**config.mk**
```make
export PLATFORM = sky130hd
export DESIGN_NAME = msd_div
export DESIGN_NICKNAME = d
export VERILOG_FILES = /design/src/hdl/mean_squared_displacement_macros.svh /design/src/hdl/msd_pkg.sv /design/src/hdl/msd_div.sv
export SDC_FILE = /design/constraint.sdc
export NUM_CORES = 1
export LEC_CHECK = 0
export ABC_AREA = 0
export BUFFER_PORTS_ARGS = -buffer_cell sky130_fd_sc_hd__buf_2
export CORE_UTILIZATION = 40
export CTS_CLUSTER_DIAMETER = 30
export CTS_CLUSTER_SIZE = 30
export DETAILED_ROUTE_END_ITERATION = 7
export SYNTH_ARGS = -nofsm -noshare
export SYNTH_HDL_FRONTEND = slang
export SYNTH_SLANG_ARGS = --single-unit
```
**constraint.sdc**
```tcl
create_clock -name clk -period 10.27 [get_ports clk]
set_input_delay 1.027 -clock clk [delete_from_list [all_inputs] [get_ports clk]]
set_output_delay 1.027 -clock clk [all_outputs]
set_load 0.005 [all_outputs]
```
**src/hdl/mean_squared_displacement_macros.svh**
```systemverilog
// ----------------------------------------------------------------------------
// Assertion macros
// Shared concurrent assertion forms for the displacement block.
// ----------------------------------------------------------------------------
`ifndef MEAN_SQUARED_DISPLACEMENT_MACROS_SVH
`define MEAN_SQUARED_DISPLACEMENT_MACROS_SVH

// same-cycle implication
`define MSD_ASSERT_NOW(label, pre, post, msg) \
  label: assert property (@(posedge clk) disable iff (rst) (pre) |-> (post)) \
    else $error(msg);

// next-cycle implication
`define MSD_ASSERT_NEXT(label, pre, post, msg) \
  label: assert property (@(posedge clk) disable iff (rst) (pre) |=> (post)) \
    else $error(msg);

`endif

```
**src/hdl/msd_pkg.sv**
```systemverilog
// ----------------------------------------------------------------------------
// msd_pkg
// Types and fixed constants of the mean squared displacement block.
// ----------------------------------------------------------------------------
package msd_pkg;

  localparam int POS_W  = 32;
  localparam int MAG_W  = POS_W + 1;
  localparam int SQ_W   = 2 * MAG_W;
  localparam int ACC_W  = 96;
  localparam int NUM_W  = 128;
  localparam int VAL_W  = 63;
  localparam int FRM_W  = 6;
  localparam int TAU_W  = 7;

  localparam logic OP_LOAD = 1'b0;
  localparam logic OP_RUN  = 1'b1;

  localparam logic [2:0] REG_TYPE    = 3'd0;
  localparam logic [2:0] REG_LFIRST  = 3'd1;
  localparam logic [2:0] REG_LLAST   = 3'd2;
  localparam logic [2:0] REG_LSTRIDE = 3'd3;
  localparam logic [2:0] REG_FFIRST  = 3'd4;
  localparam logic [2:0] REG_FLAST   = 3'd5;
  localparam logic [2:0] REG_FSTRIDE = 3'd6;
  localparam logic [2:0] REG_STATUS  = 3'd7;

  typedef enum logic [2:0] {
    ST_IDLE,
    ST_LAG_START,
    ST_ISSUE,
    ST_DRAIN,
    ST_SCALE,
    ST_DIV_START,
    ST_DIV_WAIT,
    ST_EMIT
  } state_t;

endpackage

```
**src/hdl/msd_div.sv**
```systemverilog
// ----------------------------------------------------------------------------
// msd_div
// Restoring divider, one quotient bit per cycle, saturated 63-bit result.
// ----------------------------------------------------------------------------
module msd_div #(
  parameter int DEN_W = 40
) (
  input  logic                       clk,
  input  logic                       rst,
  input  logic                       start,
  input  logic [msd_pkg::NUM_W-1:0]  num_in,
  input  logic [DEN_W-1:0]           den_in,
  output logic                       done,
  output logic [msd_pkg::VAL_W-1:0]  quot
);

  localparam int CNT_W = $clog2(msd_pkg::NUM_W);

  logic                      busy;
  logic [CNT_W-1:0]          cnt;
  logic [msd_pkg::NUM_W-1:0] num;
  logic [DEN_W-1:0]          den;
  logic [DEN_W:0]            rem;
  logic [DEN_W:0]            rem_sh;
  logic                      q_bit;

  assign rem_sh = {rem[DEN_W-1:0], num[msd_pkg::NUM_W-1]};
  assign q_bit  = (rem_sh >= {1'b0, den});

  always_ff @(posedge clk) begin
    if (rst) begin
      busy <= 1'b0;
      done <= 1'b0;
    end else begin
      done <= 1'b0;
      if (start) begin
        busy <= 1'b1;
        cnt  <= '1;
        num  <= num_in;
        den  <= den_in;
        rem  <= '0;
      end else if (busy) begin
        rem <= q_bit ? (rem_sh - {1'b0, den}) : rem_sh;
        num <= {num[msd_pkg::NUM_W-2:0], q_bit};
        cnt <= cnt - 1'b1;
        if (cnt == '0) begin
          busy <= 1'b0;
          done <= 1'b1;
        end
      end
    end
  end

  assign quot = (|num[msd_pkg::NUM_W-1:msd_pkg::VAL_W]) ? '1 : num[msd_pkg::VAL_W-1:0];

endmodule

```
==> metrics.cfg <==
[grt]
grt_max_degree = 177
track_usage_pct = 19.0
grt.overflow.total = 0
antenna_found_initial = 8
grt_pass1_vias = 8714
grt_pass1_wl_um = 45800

[drt]
ant_nets = 0
drc_errors = 0
drt_first_pass_iters = 4
num_vias = 8388
routedWlPerCell_um = 17.2
vias_per_cell = 5.08
postRouteWirelength_um = 28400
drtIter0Drc = 417

[worst_hold_path]
min_to = done
whs_path_depth = 1
min_path_type = reg2reg
hold_start = busy

[layout]
final_common_cell = buf_2
syn_to_final_growth_pct = 32.4
drive_above_1_share_pct = 43.8
final_cell_mix = 233 x buf_2, 215 x edfxtp_1, 128 x mux2_2
stdcell_count = 1652
fillers = 2544
nets = 1426

[sta]
drv_slew = 0
fin_crit_ps = 4030
rsz0062_at_grt = no
period_share_pct = 39.3
timing.slew.headroom_pct = 29.0
max_freq_mhz = 248
setup_ws_ps = 6240
final-hold-violation-count = 0
skew_ps = 14.7
tightest_slew_ps = 1060
setup_violations = 0
finalSetupTns_ps = 0

[yosys]
synth_ff_type = edfxtp_1
syn_area_um2 = 11700
synthMuxAreaShare_pct = 12.5
synth_nets = 1168
yosysUniqueCellTypes = 57
synth_fa_ha_area_share_pct = 4.66
synth-seq-cells = 217
synth_cells = 954
synth_simple_gate_area_share_pct = 11.6
yosysWarnings = 0
synth-xor-area-share_pct = 2.92
synth-edff-count = 215
yosys.area.top_type_share_pct = 55.2
async_flop_share_pct = 0
yosys.area.top_type = edfxtp_1
synth.avg_cell_area_um2 = 12.3
synth_area_leaders = edfxtp_1 55%, mux2_2 12%, ha_1 4.5%
synth_top_family_by_area = multiplexers
ys_seq_area_share_pct = 55.5
synth_compound_area_share_pct = 9.47

[pwr]
ir_drop_mv = 0.128
p_leak_nw = 6.03
p_total_w = 0.00357
power_density_nw_per_um2 = 231

[clock_tree]
cts_buffer_depth = 3
cts_tree = built
cts_buffers = 60
post_cts_buffers = 0
ctsResizeCount = 0
cts_root_buf = clkbuf_16
insertion_delay_ps = 570
clock_sinks = 217
htreeDepth = 2
path_clk_slew_ps = 50
hold_buffers = 0

[place]
dp_worst_setup_slack_ps = 6240
place.port_buffers = 234
dp_hpwl_um = 19100
gp_congestion = 0.833
dpl.cell_count = 1534

[floorplan]
die-area_um2 = 29900
die_x_um = 173
rows = 62
fp.coreArea_um2 = 28700
ios = 235
start_util_pct = 40.7
die-height_um = 173

[status]
status = complete, no violations

[worst_setup_path]
arrival_ps = 4420
r2r-end = rem[8]
worstReg2RegStart = rem[3]
cp-start-kind = flop
worstSetupPathType = reg2reg
rr_worst_depth = 12
crit_path_end_kind = flop
crit_fanout = 29
required_ps = 10650
r2r_slack_ps = 6240

[job]
cap_violations = 0

## sequential cells by signal, indices dropped and copies added, names as in the netlist
| signal | cells |
|---|---|
| cnt | 7 |
| rem | 40 |
| done | 1 |
| busy | 1 |
| num | 128 |
| den | 40 |
## cell type report
| type | count | area, um2 | share of cell area, % |
|---|---|---|---|
| clock inverters | 48 | 692 | 4.47 |
| diodes | 4 | 10.0 | 0.0646 |
| clock buffers | 66 | 1560 | 10.0 |
| multi-input cells | 643 | 4830 | 31.2 |
| well taps | 384 | 480 | 3.10 |
| flip-flops and latches | 217 | 6500 | 41.9 |
| repair buffers | 240 | 1230 | 7.97 |
| inverters | 50 | 188 | 1.21 |
## per-layer routing
| metal | wire length (um) | up-vias | GRT usage, % |
|---|---|---|---|
| met5 | 30 | - | 0 |
| met4 | 641 | 4 | 6.38 |
| met3 | 2000 | 59 | 6.40 |
| met2 | 13500 | 231 | 31.6 |
| met1 | 12200 | 4003 | 23.2 |
| li1 | - | 4091 | - |
## power by group
group,switching [W],internal (W),total [W],leakage (nW)
logic,0.000240,0.000191,0.000430,2.90
registers,0.0000321,0.00107,0.00110,2.06
clock network,0.000582,0.00146,0.00205,1.08
total,0.000854,0.00272,0.00357,6.03
## worst max-delay path, stage by stage, from the launching register on
cell and delay, ps:
edfxtp_1 380, ha_1 380, nand3_1 110, o21bai_1 190
a21oi_1 240, o21ai_1 190, o211a_1 300, o31ai_4 320
a2111oi_4 140, o31ai_4 800, buf_4 460, nor2_1 90
a211oi_2 210
## Yosys cell counts, drive strengths merged (4+ instances only)
cell type	count
ha	42
clkbuf	32
nor4b	4
and3	7
nand4	10
mux2	128
inv	50
a21o	19
nor2b	6
nand2	81
buf	12
nor4	18
or2	64
xor2	16
a211oi	14
o21a	8
a21oi	60
o31ai	4
xnor2	23
nor2	42
nor3	12
nand3	13
o21ai	30
edfxtp	215
## cell families after synthesis
| family | after synthesis |
|---|---|
| xor gates and xnor gates | 39 |
| and+or+nand+nor | 268 |
| buffers and inverters | 94 |
| DFF | 217 |
| AOI/OAI and AO/OA | 163 |
| adders and majority gates | 43 |
| muxes | 130 |
## through the flow
stage          instance area, um2  utilization, %  hold slack, ps
6_report                    15500            54.0             477
5_1_grt                     15500            53.9             494
4_1_cts                     15500            53.9             477
3_5_place_dp                13200            46.1             471
3_3_place_gp                13200            46.1             470
2_1_floorplan               11700               -             460
## worst max path at each step
| stage | cells past startpoint | slack (ps) | to | startpoint |
|---|---|---|---|---|
| floorplan | 4 | 710 | cnt[0] | start |
| detailed placement | 12 | 6240 | rem[1] | rem[2] |
| finish | 12 | 6240 | rem[8] | rem[3] |
| global placement | 12 | 6380 | rem[27] | rem[2] |
| global route | 12 | 5910 | rem[1] | rem[3] |
| CTS | 7 | 6160 | quot[8] | num[112] |
Note: power is estimated with default switching activity, not from simulation.
